==> src/lfsp_pkg.sv <==
// shared types and codes for the lifo free list slot pool
// used by lfsp_ctrl, lfsp_datapath and the top level
package lfsp_pkg;

	localparam logic ACT_ACQUIRE = 1'b0;
	localparam logic ACT_RELEASE = 1'b1;

	typedef enum logic [1:0] {
		ST_INIT,
		ST_IDLE,
		ST_POP
	} lfsp_state_t;

	typedef struct packed {
		logic init_wr;
		logic take;
		logic pop;
	} lfsp_cmd_t;

	typedef struct packed {
		logic init_last;
		logic res_full;
		logic pop_needed;
	} lfsp_stat_t;

endpackage

==> src/lfsp_ctrl.sv <==
// controller state machine: link memory init sweep, accept, head advance
// depends on lfsp_pkg
module lfsp_ctrl (
	input  logic                   clk,
	input  logic                   arst_n,
	input  logic                   in_valid,
	output logic                   in_ready,
	input  lfsp_pkg::lfsp_stat_t   stat,
	output lfsp_pkg::lfsp_cmd_t    cmd
);

	lfsp_pkg::lfsp_state_t state_q, state_d;

	always_ff @(posedge clk or negedge arst_n) begin
		if (!arst_n) begin
			state_q <= lfsp_pkg::ST_INIT;
		end else begin
			state_q <= state_d;
		end
	end

	always_comb begin
		state_d = state_q;
		unique case (state_q)
			lfsp_pkg::ST_INIT: begin
				if (stat.init_last) begin
					state_d = lfsp_pkg::ST_IDLE;
				end
			end
			lfsp_pkg::ST_IDLE: begin
				if (in_valid && !stat.res_full && stat.pop_needed) begin
					state_d = lfsp_pkg::ST_POP;
				end
			end
			lfsp_pkg::ST_POP: begin
				state_d = lfsp_pkg::ST_IDLE;
			end
			default: begin
				state_d = lfsp_pkg::ST_INIT;
			end
		endcase
	end

	always_comb begin
		in_ready    = 1'b0;
		cmd.init_wr = 1'b0;
		cmd.pop     = 1'b0;
		unique case (state_q)
			lfsp_pkg::ST_INIT: begin
				cmd.init_wr = 1'b1;
			end
			lfsp_pkg::ST_IDLE: begin
				in_ready = !stat.res_full;
			end
			lfsp_pkg::ST_POP: begin
				cmd.pop = 1'b1;
			end
			default: begin
				in_ready = 1'b0;
			end
		endcase
		cmd.take = in_valid && in_ready;
	end

endmodule

==> src/lfsp_datapath.sv <==
// datapath: free list head, link memory and two-entry result queue
// depends on lfsp_pkg
module lfsp_datapath #(
	parameter int SLOTS = 64
) (
	input  logic                   clk,
	input  logic                   arst_n,
	input  lfsp_pkg::lfsp_cmd_t    cmd,
	output lfsp_pkg::lfsp_stat_t   stat,
	input  logic                   action,
	input  logic [5:0]             slot_index,
	input  logic                   release_null,
	output logic                   out_valid,
	input  logic                   out_ready,
	output logic                   granted,
	output logic [5:0]             given_slot
);

	localparam int HW = (SLOTS > 1) ? $clog2(SLOTS) : 1;
	localparam int LW = $clog2(SLOTS + 1);
	localparam logic [LW-1:0] END_LINK = LW'(SLOTS);

	logic [LW-1:0] link_mem [SLOTS];
	logic [LW-1:0] rd_link_q;
	logic [HW-1:0] head_q;
	logic          empty_q;
	logic [HW-1:0] init_cnt_q;
	logic [LW-1:0] init_link;

	logic          slot_ok;
	logic          rel_write;
	logic [HW-1:0] rel_slot;
	logic [LW-1:0] rel_link;

	logic          res_granted_q [2];
	logic [5:0]    res_slot_q [2];
	logic          wr_ptr_q;
	logic          rd_ptr_q;
	logic [1:0]    cnt_q;
	logic          push_res;
	logic          pop_res;
	logic          push_granted;
	logic [5:0]    push_slot;

	assign slot_ok   = int'(slot_index) < SLOTS;
	assign rel_slot  = HW'(slot_index);
	assign rel_write = cmd.take && (action == lfsp_pkg::ACT_RELEASE) && !release_null && slot_ok;
	assign rel_link  = empty_q ? END_LINK : LW'(head_q);
	assign init_link = (init_cnt_q == '0) ? END_LINK : (LW'(init_cnt_q) - LW'(1));

	// link memory, one write port and one registered read port
	always_ff @(posedge clk) begin
		if (cmd.init_wr) begin
			link_mem[init_cnt_q] <= init_link;
		end else if (rel_write) begin
			link_mem[rel_slot] <= rel_link;
		end
		rd_link_q <= link_mem[head_q];
	end

	always_ff @(posedge clk or negedge arst_n) begin
		if (!arst_n) begin
			init_cnt_q <= '0;
		end else if (cmd.init_wr && !stat.init_last) begin
			init_cnt_q <= init_cnt_q + HW'(1);
		end
	end

	always_ff @(posedge clk or negedge arst_n) begin
		if (!arst_n) begin
			head_q  <= HW'(SLOTS - 1);
			empty_q <= 1'b0;
		end else if (cmd.pop) begin
			if (rd_link_q >= END_LINK) begin
				empty_q <= 1'b1;
			end else begin
				head_q <= HW'(rd_link_q);
			end
		end else if (rel_write) begin
			head_q  <= rel_slot;
			empty_q <= 1'b0;
		end
	end

	// result queue
	assign push_res     = cmd.take;
	assign pop_res      = out_valid && out_ready;
	assign push_granted = (action == lfsp_pkg::ACT_RELEASE) || !empty_q;
	assign push_slot    = ((action == lfsp_pkg::ACT_ACQUIRE) && !empty_q) ? 6'(head_q) : 6'd0;

	always_ff @(posedge clk) begin
		if (push_res) begin
			res_granted_q[wr_ptr_q] <= push_granted;
			res_slot_q[wr_ptr_q]    <= push_slot;
		end
	end

	always_ff @(posedge clk or negedge arst_n) begin
		if (!arst_n) begin
			wr_ptr_q <= 1'b0;
			rd_ptr_q <= 1'b0;
			cnt_q    <= 2'd0;
		end else begin
			if (push_res) begin
				wr_ptr_q <= !wr_ptr_q;
			end
			if (pop_res) begin
				rd_ptr_q <= !rd_ptr_q;
			end
			case ({push_res, pop_res})
				2'b10:   cnt_q <= cnt_q + 2'd1;
				2'b01:   cnt_q <= cnt_q - 2'd1;
				default: cnt_q <= cnt_q;
			endcase
		end
	end

	assign out_valid  = cnt_q != 2'd0;
	assign granted    = res_granted_q[rd_ptr_q];
	assign given_slot = res_slot_q[rd_ptr_q];

	assign stat.init_last  = init_cnt_q == HW'(SLOTS - 1);
	assign stat.res_full   = cnt_q == 2'd2;
	assign stat.pop_needed = (action == lfsp_pkg::ACT_ACQUIRE) && !empty_q;

endmodule

==> src/lifo_free_list_slot_pool_unit.sv <==
// a result is offered in the cycle after its input transfer unless an older one waits;
// a two-entry result queue decouples the output, and no request is taken while full
// a release or an exhausted acquire leaves the controller idle for the next
// request; an acquire that gets a slot passes a pop state that takes no request,
// as the registered read of the link memory comes before the head can advance
// reset: async, active low; a link memory init sweep follows, taking no input
module lifo_free_list_slot_pool_unit #(
	parameter int SLOTS = 64
) (
	input  logic       clk,
	input  logic       arst_n,
	input  logic       in_valid,
	output logic       in_ready,
	input  logic       action,
	input  logic [5:0] slot_index,
	input  logic       release_null,
	output logic       out_valid,
	input  logic       out_ready,
	output logic       granted,
	output logic [5:0] given_slot
);

	lfsp_pkg::lfsp_cmd_t  cmd;
	lfsp_pkg::lfsp_stat_t stat;

	lfsp_ctrl u_ctrl (
		.clk      (clk),
		.arst_n   (arst_n),
		.in_valid (in_valid),
		.in_ready (in_ready),
		.stat     (stat),
		.cmd      (cmd)
	);

	lfsp_datapath #(
		.SLOTS (SLOTS)
	) u_dp (
		.clk          (clk),
		.arst_n       (arst_n),
		.cmd          (cmd),
		.stat         (stat),
		.action       (action),
		.slot_index   (slot_index),
		.release_null (release_null),
		.out_valid    (out_valid),
		.out_ready    (out_ready),
		.granted      (granted),
		.given_slot   (given_slot)
	);

endmodule

==> config.mk <==
export PLATFORM = sky130hd
export DESIGN_NAME = lifo_free_list_slot_pool_unit
export DESIGN_NICKNAME = d
export VERILOG_FILES = /design/src/lfsp_pkg.sv /design/src/lfsp_ctrl.sv /design/src/lfsp_datapath.sv /design/src/lifo_free_list_slot_pool_unit.sv
export SDC_FILE = /design/constraint.sdc
export NUM_CORES = 1
export LEC_CHECK = 0
export ABC_AREA = 1
export BUFFER_PORTS_ARGS = -buffer_cell sky130_fd_sc_hd__buf_2
export CELL_PAD_IN_SITES_DETAIL_PLACEMENT = 1
export CELL_PAD_IN_SITES_GLOBAL_PLACEMENT = 1
export CORE_UTILIZATION = 50
export CTS_BUF_LIST = sky130_fd_sc_hd__clkbuf_2 sky130_fd_sc_hd__clkbuf_4 sky130_fd_sc_hd__clkbuf_8
export CTS_CLUSTER_DIAMETER = 150
export DETAILED_ROUTE_END_ITERATION = 8
export PLACE_DENSITY_LB_ADDON = 0.1
export SETUP_SLACK_MARGIN = 0.2
export SLEW_MARGIN = 20
export SYNTH_ARGS = -nofsm -noshare
export SYNTH_HDL_FRONTEND = slang
export SYNTH_HIERARCHICAL = 1
export SYNTH_SLANG_ARGS = --single-unit
==> constraint.sdc <==
create_clock -name clk -period 4.7 [get_ports clk]
set_clock_uncertainty 0.1 [all_clocks]
set_input_delay 0.235 -clock clk [delete_from_list [all_inputs] [get_ports clk]]
set_output_delay 0.235 -clock clk [all_outputs]
set_load 0.01 [all_outputs]
== After elaboration in Yosys (flattened, before gate mapping) ==
Memories as Yosys holds them, arrays and structs flattened. A register that Yosys moved wholly into a read port is not among the register bits.
Index checks and enable logic that the tools add are counted.

* Bits in registers: 19
* RAM bits: 462
* Word-level logic and storage cells: 76
* Memories: 3

{| class="wikitable"
|+ Memory list
! name !! depth !! width !! read ports !! clocked after memory_dff !! write ports !! line !! source
|-
| u_dp.link_mem || 64 || 7 || 1 || 1 || 1 || lfsp_datapath.sv:23 || <nowiki>logic [LW-1:0] link_mem [SLOTS];</nowiki>
|-
| u_dp.res_slot_q || 2 || 6 || 1 || 0 || 1 || lfsp_datapath.sv:36 || <nowiki>logic [5:0] res_slot_q [2];</nowiki>
|-
| u_dp.res_granted_q || 2 || 1 || 1 || 0 || 1 || lfsp_datapath.sv:35 || <nowiki>logic res_granted_q [2];</nowiki>
|}

* $add $sub $neg: 4
* Magnitude comparators: 1
* Equality and inequality tests: 10
* Muxes and demuxes: 26
* Bitwise gates (word level): 1
* Reduce and logical (&&, ||, !) cells: 24

{| class="wikitable"
|+ Operators by type and width
! kind !! count
|-
| two-way mux 6 bit || 5
|-
| two-way mux 7 bit || 3
|-
| two-way mux 1 bit || 14
|-
| logical AND 1 bit || 8
|-
| >= comparator 7 bit (second input constant) || 1
|-
| OR reduction 7 bit || 1
|-
| subtractor 6 x 1 -> 7 bit (second input constant) || 1
|-
| adder 6 x 1 -> 6 bit (second input constant) || 1
|-
| == test 2 bit (second input constant) || 3
|-
| == test 6 bit (second input constant) || 1
|-
| logical NOT 1 bit || 6
|-
| logical NOT 6 bit || 1
|-
| != test 2 x 1 -> 1 bit (second input constant) || 3
|-
| case mux 2 bit (3 select lines) || 1
|-
| AND reduction 2 bit || 3
|-
| nonzero test 2 bit || 3
|-
| == test 2 x 1 -> 1 bit (second input constant) || 2
|-
| two-way mux 2 bit || 2
|-
| case mux 2 bit (2 select lines) || 1
|-
| adder 2 x 1 -> 2 bit (second input constant) || 1
|-
| logical NOT 2 bit || 1
|-
| != test 2 bit (second input constant) || 1
|-
| subtractor 2 x 1 -> 2 bit (second input constant) || 1
|-
| logical OR 1 bit || 1
|-
| NOT 1 bit || 1
|}

== Depth between registers and ports, before layout ==
Gate-level depths: netlist of the first run.

* Depth in word-level cells: 11
* Gate-level depth with buffers: 13
* Depth with buffers taken out: 13

== Hierarchy ==
The synthesis of the first run kept the hierarchy.

{| class="wikitable"
|+ Modules (own cells, without submodules)
! module !! times used !! cells an instance !! area an instance (um^2) !! sequential area each (um^2)
|-
| lfsp_datapath || 1 || 1,783 || 20,180.6 || 14,446.4
|-
| lfsp_ctrl || 1 || 17 || 111.4 || 50.0
|}

== Worst setup path before layout of the first run ==
OpenSTA, ideal clock, no wires.

* Path type: register to register
* From: reg u_dp.cnt_q[1]
* To: mem u_dp/link_mem[0][0] (netlist name), data pin
* Setup time: 0.553 ns
* Arrival time: 3.192 ns
* Required time: 4.047 ns
* Path slack: 0.856 ns
* Cell stages (with the launch flop): 12
* Path buffers: 0
* Clock period less this slack: 3.844 ns
* Cells stage by stage: dfrtp_1 -> inv_1 -> nor2_1 -> inv_1 -> nand2_1 -> nor2_1 -> nand2_2 -> nor2_8 -> inv_4 -> nor2_1 -> inv_1 -> o22ai_1

{| class="wikitable"
|+ RTL lines
! what !! line !! source
|-
| start: declaration || lfsp_datapath.sv:39 || <nowiki>logic [1:0] cnt_q;</nowiki>
|-
| start signal: assignment || lfsp_datapath.sv:111 || <nowiki>2'b10: cnt_q <= cnt_q + 2'd1;</nowiki>
|-
| start signal: assignment || lfsp_datapath.sv:112 || <nowiki>2'b01: cnt_q <= cnt_q - 2'd1;</nowiki>
|-
| start signal: assignment || lfsp_datapath.sv:113 || <nowiki>default: cnt_q <= cnt_q;</nowiki>
|-
| end: declaration || lfsp_datapath.sv:23 ||
|}

==> results.py, run 1 <==
metrics = {
    "outcome": {
        "status": "finished clean",
    },
    "setup_path": {
        "max_stage_delay_ps": 790,
        "critical_path_class": "flop to flop",
        "end_kind": "flop",
        "required_ps": 4840,
        "path_common_cell": "nor2_1",
        "crit_slowest_cell": "nand4_1",
        "reg2reg_from": "u_dp/cnt_q[1]$_DFFE_PN0P_",
        "rrSetupSlack_ps": 1020,
        "rr_worst_depth": 11,
        "crit_path_max_fanout": 10,
        "path_cells": "inv_1 > nor2_1 > inv_1 > nand2_1 > nor2_1 > nand2_2 > nor2_8 > nand2_1 > o21ai_2 > nand4_1 > nor2_1",
        "worst_r2r_endpoint": "u_dp/link_mem[58][0]$_DFFE_PP_",
        "cp.arrival_ps": 3830,
        "cp-start-kind": "flop",
    },
    "synthesis": {
        "syn_area_um2": 20300,
        "yosys_warnings": 6,
        "syn_nets": 1816,
        "synth_edf_count": 462,
        "ys_types": 36,
        "async_flop_share_pct": 3.89,
        "ys_ff_latch": 488,
        "synth_top_area_share_pct": 68.4,
        "ys_seq_area_share_pct": 71.4,
        "yosys.area.top_type": "edfxtp_1",
        "synth_ff_type": "edfxtp_1",
        "synth.avg_cell_area_um2": 11.3,
        "syn_inst": 1800,
        "synthTopCellsByArea": "edfxtp_1, nand2_1, nand3_1, dfrtp_1, nor2_1",
    },
    "placed_design": {
        "placed_cells": 2264,
        "place_congestion": 0.830,
        "dp_hpwl_um": 33000,
        "dpl_cell_area_um2": 20900,
        "port_buffers": 20,
    },
    "sta": {
        "tightest_slew_ps": 1280,
        "finalCritPeriodShare_pct": 78.3,
        "holdWs_ps": 22.7,
        "rsz0062_at_grt": "no",
        "setup_viol": 0,
        "hold_viol": 0,
        "fmax_ghz": 0.272,
        "setup_tns_ps": 0,
        "slew_headroom_pct": 14.8,
        "drv_slew": 0,
        "min_period_ps": 3680,
    },
    "drt": {
        "drt-pass1-iter-count": 5,
        "wire_per_inst_um": 23.1,
        "drc_errors": 0,
        "routed_wl_um": 55900,
        "via_per_inst": 5.66,
        "antenna_left": 0,
        "vias": 13700,
        "drt_iter0_drc": 1060,
    },
    "floorplan": {
        "die_area_um2": 41400,
        "core_um2": 39900,
        "die_h_um": 203,
        "row_count": 73,
        "die_x_um": 203,
        "initial_core_util_pct": 50.8,
        "io_pins": 21,
    },
    "clock_network": {
        "clk_pin_slew_ps": 60,
        "root_buffer": "clkbuf_8",
        "cts_sinks": 488,
        "clk_latency_ps": 620,
        "clk_path_buf_depth": 3,
        "htree_levels": 3,
        "post_cts_buffers": 0,
        "cts_buffers": 82,
        "cts_tree": "done",
    },
    "pwr": {
        "p_leak_nw": 8.36,
        "powerDensity_nw_per_um2": 733,
        "vdd_ir_drop_max_mv": 0.544,
    },
    "global_routing": {
        "grt_start_max_net_pins": 225,
        "grt_pass1_vias": 14400,
        "gr-total-overflow": 0,
        "grt_pass1_wl_um": 85400,
        "grt_usage_pct": 27.8,
        "antenna_found_initial": 1,
    },
    "job": {
        "maxCapViolations": 0,
    },
    "cells_and_area": {
        "multi_input_area_um2": 5300,
        "drive_gt1_share_pct": 11.3,
        "finalInstanceArea_um2": 22700,
        "fill_cells": 4138,
        "seq_area_um2": 14500,
        "final_cells": 2421,
        "final_nets": 1851,
        "syn_to_final_growth_pct": 12.1,
        "n_antenna_cell": 0,
    },
    "hold_path": {
        "hold_class": "input pin to async pin",
    },
}
==> layout make-up <==
cell class / count / share of cell area, %
Inverter: 42 / 0.732
Multi-Input combinational cell: 1171 / 23.3
Tap cell: 525 / 2.89
Timing Repair Buffer: 50 / 1.95
Clock buffer: 108 / 5.99
Clock inverter: 37 / 1.36
Sequential cell: 488 / 63.8
==> repair_timing <==
action                                 4_1_cts  5_1_grt
hold buffers                                12        0
resized for setup                            0        0
endpoints found under the hold margin       33        0
==> critical path, delay by kind of cell (launching register included) <==
family,cells,cell delay (ps)
and+or+nand+nor,8,2440
DFF,1,380
AOI/OAI and AO/OA,1,200
buffers and inverters,2,170
==> Yosys cell counts, types with 2 or more instances <==
cell type	count
xor2_1	11
nand3_1	390
nor3_1	2
o211ai_1	4
dfstp_2	6
inv_1	27
nand2_2	6
buf_2	29
nor2_1	85
nand4_2	6
dfrtp_1	13
o21ai_2	5
inv_2	10
clkbuf_1	50
a21oi_1	2
o22ai_1	6
nand4_1	2
nor2_2	4
o21ai_0	12
xnor2_1	2
buf_4	5
dfxtp_1	7
buf_1	14
clkinv_1	4
nand3_2	3
nand2_1	621
edfxtp_1	462
ha_1	4
==> registers in the layout (all words and copies together) (netlist names) <==
| name | count |
|---|---|
| u_dp/rd_link_q | 7 |
| u_dp/link_mem | 448 |
| u_dp/empty_q | 1 |
| u_dp/res_slot_q | 12 |
| u_dp/init_cnt_q | 6 |
| u_ctrl/state_q | 2 |
| u_dp/res_granted_q | 2 |
| u_dp/wr_ptr_q | 1 |
| u_dp/cnt_q | 2 |
| u_dp/head_q | 6 |
| u_dp/rd_ptr_q | 1 |
==> where the power goes <==
group | internal, W | switching (W) | total (W) | leakage, nW
Combinational | 0.00148 | 0.00483 | 0.00631 | 3.01
Clock | 0.00221 | 0.00168 | 0.00388 | 0.873
Sequential | 0.00623 | 0.000255 | 0.00649 | 4.48
==> per-stage QoR <==
step / worst slack [ps] / total power, W / util, %
floorplan: 856 / 0.0102 / -
global placement: 1200 / 0.0127 / 52.5
detailed placement: 1130 / 0.0128 / 52.5
CTS: 1120 / 0.0168 / 57.0
global route: 844 / 0.0175 / 57.0
finish: 1020 / 0.0167 / 57.0
==> cells in the final DEF, fill, tap and decap left out, types with 2 or more instances in the layout <==
cell           synthesis  final
nor2_2                 4      4
o22ai_4                0      6
nand3_1              390    390
o21ai_2                5      5
nand2_2                6      6
buf_4                  5     11
nand2_1              621    621
nor2_1                85     85
buf_2                 29     20
nand4_2                6      6
dfstp_2                6      4
nand3_2                3      3
xor2_1                11     11
ha_1                   4      4
clkinv_2               0      8
bufinv_16              0      6
edfxtp_1             462    462
inv_2                 10     10
nand4_1                2      2
dfstp_4                0      2
xnor2_1                2      2
clkbuf_4               0     20
dfrtp_1               13     13
inv_1                 27     25
o211ai_1               4      4
o21ai_0               12     12
buf_12                 0      7
dlygate4sd3_1          0     12
clkinv_1               4     27
clkbuf_8               0     88
dfxtp_1                7      7
==> per-layer routing <==
layer / GRT usage (%) / share of wire (%) / vias up
met3: 5.19 / 5.5 / 92
met1: 36.5 / 42 / 6919
met4: 10.0 / 2.8 / 0
li1: - / - / 6335
met2: 46.4 / 49 / 359
met5: 0 / 0 / -
==> kinds of logic (layout without fill, tap and decap cells) <==
kind of cell,after synthesis,count (layout),share of synthesized area (%)
xor gates and xnor gates,13,13,0.561
AOI/OAI and AO/OA,31,31,1.01
DFF,488,488,71.4
adders and majority gates,4,4,0.247
buffers and inverters,141,237,2.93
and+or+nand+nor,1123,1123,23.8
==> worst max path at each step <==
stage	startpoint	end	slack [ps]	depth (start not counted)
4_1_cts	u_dp/cnt_q[1]$_DFFE_PN0P_	u_dp/link_mem[58][0]$_DFFE_PP_	1120	11
2_1_floorplan	u_dp/cnt_q[1]$_DFFE_PN0P_	u_dp/link_mem[0][0]$_DFFE_PP_	860	11
3_5_place_dp	u_dp/cnt_q[1]$_DFFE_PN0P_	u_dp/link_mem[18][0]$_DFFE_PP_	1130	11
6_report	u_dp/cnt_q[1]$_DFFE_PN0P_	u_dp/link_mem[58][0]$_DFFE_PP_	1020	11
5_1_grt	u_dp/cnt_q[1]$_DFFE_PN0P_	u_dp/link_mem[58][6]$_DFFE_PP_	840	11
3_3_place_gp	u_dp/cnt_q[1]$_DFFE_PN0P_	u_dp/link_mem[58][1]$_DFFE_PP_	1200	11
(Power assumes the default switching activity.)
==> inputs of run 2 (changes only) <==
==> constraint.sdc (replaced) <==
create_clock -name clk -period 3.6 [get_ports clk]
set_clock_uncertainty 0.1 [all_clocks]
set_input_delay 0.18 -clock clk [delete_from_list [all_inputs] [get_ports clk]]
set_output_delay 0.18 -clock clk [all_outputs]
set_load 0.01 [all_outputs]
==> results.py, run 2 (synthesis results as in run 1) <==
metrics = {
    "outcome": {
        "status": "finished clean",
    },
    "drt": {
        "wire_per_inst_um": 23.2,
        "vias": 13900,
        "drt_iter0_drc": 961,
        "drc_errors": 0,
        "drt-pass1-iter-count": 5,
        "via_per_inst": 5.64,
        "routed_wl_um": 57500,
        "antenna_left": 0,
    },
    "floorplan": {
        "core_um2": 39900,
        "initial_core_util_pct": 50.8,
        "die_h_um": 203,
        "die_x_um": 203,
        "row_count": 73,
        "die_area_um2": 41400,
        "io_pins": 21,
    },
    "global_routing": {
        "gr-total-overflow": 0,
        "grt_start_max_net_pins": 224,
        "grt_pass1_vias": 15000,
        "grt_usage_pct": 28.7,
        "antenna_found_initial": 0,
        "grt_pass1_wl_um": 87900,
    },
    "cells_and_area": {
        "regMostFlops": "u_dp/link_mem",
        "largest_reg_flops": 448,
        "fill_cells": 4206,
        "reg_top3": "u_dp/link_mem x448, u_dp/res_slot_q x12, u_dp/rd_link_q x7",
        "final_nets": 1908,
        "seq_area_um2": 14500,
        "multi_input_area_um2": 5300,
        "syn_to_final_growth_pct": 13.3,
        "finalInstanceArea_um2": 23000,
        "drive_gt1_share_pct": 13.8,
        "final_common_cell": "nand2_1",
        "n_antenna_cell": 0,
        "final_cell_mix": "nand2_1, edfxtp_1, nand3_1, clkbuf_8, nor2_1",
    },
    "placed_design": {
        "dp_hpwl_um": 35300,
        "port_buffers": 20,
        "place_congestion": 0.863,
        "dpl_cell_area_um2": 21300,
    },
    "clock_network": {
        "root_buffer": "clkbuf_8",
        "cts_buffers": 80,
        "cts_sinks": 488,
        "clk_path_buf_depth": 3,
        "htree_levels": 3,
        "clk_pin_slew_ps": 60,
        "clk_latency_ps": 630,
        "cts_tree": "done",
    },
    "setup_path": {
        "critical_path_class": "flop to flop",
        "required_ps": 3750,
        "cp-start-kind": "flop",
        "crit_path_max_fanout": 10,
        "cp.arrival_ps": 3420,
        "end_kind": "flop",
    },
    "sta": {
        "finalCritPeriodShare_pct": 90.8,
        "slew_headroom_pct": 32.4,
        "rsz0062_at_grt": "yes",
        "min_period_ps": 3270,
        "drv_slew": 0,
        "fmax_ghz": 0.306,
        "setup_tns_ps": 0,
        "tightest_slew_ps": 1010,
        "hold_viol": 0,
        "holdWs_ps": 46.8,
        "setup_viol": 0,
    },
    "pwr": {
        "power_w": 0.0216,
        "p_leak_nw": 8.58,
        "powerDensity_nw_per_um2": 940,
        "vdd_ir_drop_max_mv": 0.800,
    },
    "job": {
        "maxCapViolations": 0,
    },
    "hold_path": {
        "hold_class": "input pin to async pin",
    },
}
-- run 2: cell types whose count changed in the layout (fill, tap and decap cells not counted), moves of 3 or more --
cell,before,now
buf_12,7,2
clkbuf_8,88,83
clkbuf_4,20,24
bufinv_16,6,3
buf_4,11,74
clkinv_1,27,24
-- run 2: path summary, 6_finish.rpt --
kind	startpoint	to	slack [ps]	depth (start not counted)
setup / recovery	u_dp/cnt_q[1]$_DFFE_PN0P_	u_dp/link_mem[45][1]$_DFFE_PP_	330	11
hold / removal	arst_n	u_dp/head_q[5]$_DFFE_PN1P_	50	2
setup reg to reg	u_dp/cnt_q[1]$_DFFE_PN0P_	u_dp/link_mem[45][1]$_DFFE_PP_	330	11
hold reg to reg	u_dp/rd_link_q[6]$_DFF_P_	u_dp/empty_q$_DFFE_PN0P_	380	2
max in group asynchronous	arst_n	u_dp/init_cnt_q[5]$_DFFE_PN0P_	2290	3
min in group clk	slot_index[0]	u_dp/head_q[0]$_DFFE_PN1P_	310	4
-- run 2: through the flow --
| stage | instances | setup slack (ps) | util (%) |
|---|---|---|---|
| 3_5_place_dp | 2322 | 332 | 53.4 |
| 3_3_place_gp | 2322 | 514 | 53.4 |
| 6_report | 2473 | 332 | 57.6 |
| 5_1_grt | 2473 | 175 | 57.6 |
| 4_1_cts | 2473 | 339 | 57.6 |
| 2_1_floorplan | 1800 | -206 | - |
-- run 2: report_power, final --
| part | internal, W | switching (W) |
|---|---|---|
| clock | 0.00259 | 0.00211 |
| combinational | 0.00198 | 0.00650 |
| sequential | 0.00813 | 0.000307 |
| total | 0.0127 | 0.00892 |
-- run 2: repair_timing --
item / CTS / global route
setup endpoints to repair: 0 / 28
gates resized for setup: 0 / 2
buffers inserted: 0 / 0
hold buffers: 13 / 0
endpoints found under the hold margin: 33 / 0
-- run 2: area by class of cell --
cell class              instances  share of cell area [%]
flip-flops and latches        488                    63.1
multi-input cells            1171                    23.1
clock buffers                 107                    5.75
repair buffers                109                    3.59
well taps                     525                    2.86
clock inverters                31                   0.920
inverters                      42                   0.724
-- run 2: routing by layer --
metal	up-vias	track usage, %	share of wire, %
met4	0	11.7	3.1
met3	104	5.26	5.6
met5	-	0	0
met2	384	47.7	49
li1	6433	-	-
met1	7024	37.2	42
-- run 2: worst max-delay path, cell delays in order (launching register included) --
cell and delay [ps]:
dfrtp_1 380, inv_1 90, nor2_1 60, inv_1 70, nand2_1 50, nor2_1 290
nand2_2 180, nor2_8 220, o21ai_2 180, inv_2 200, nand4_2 420, nor2_1 650
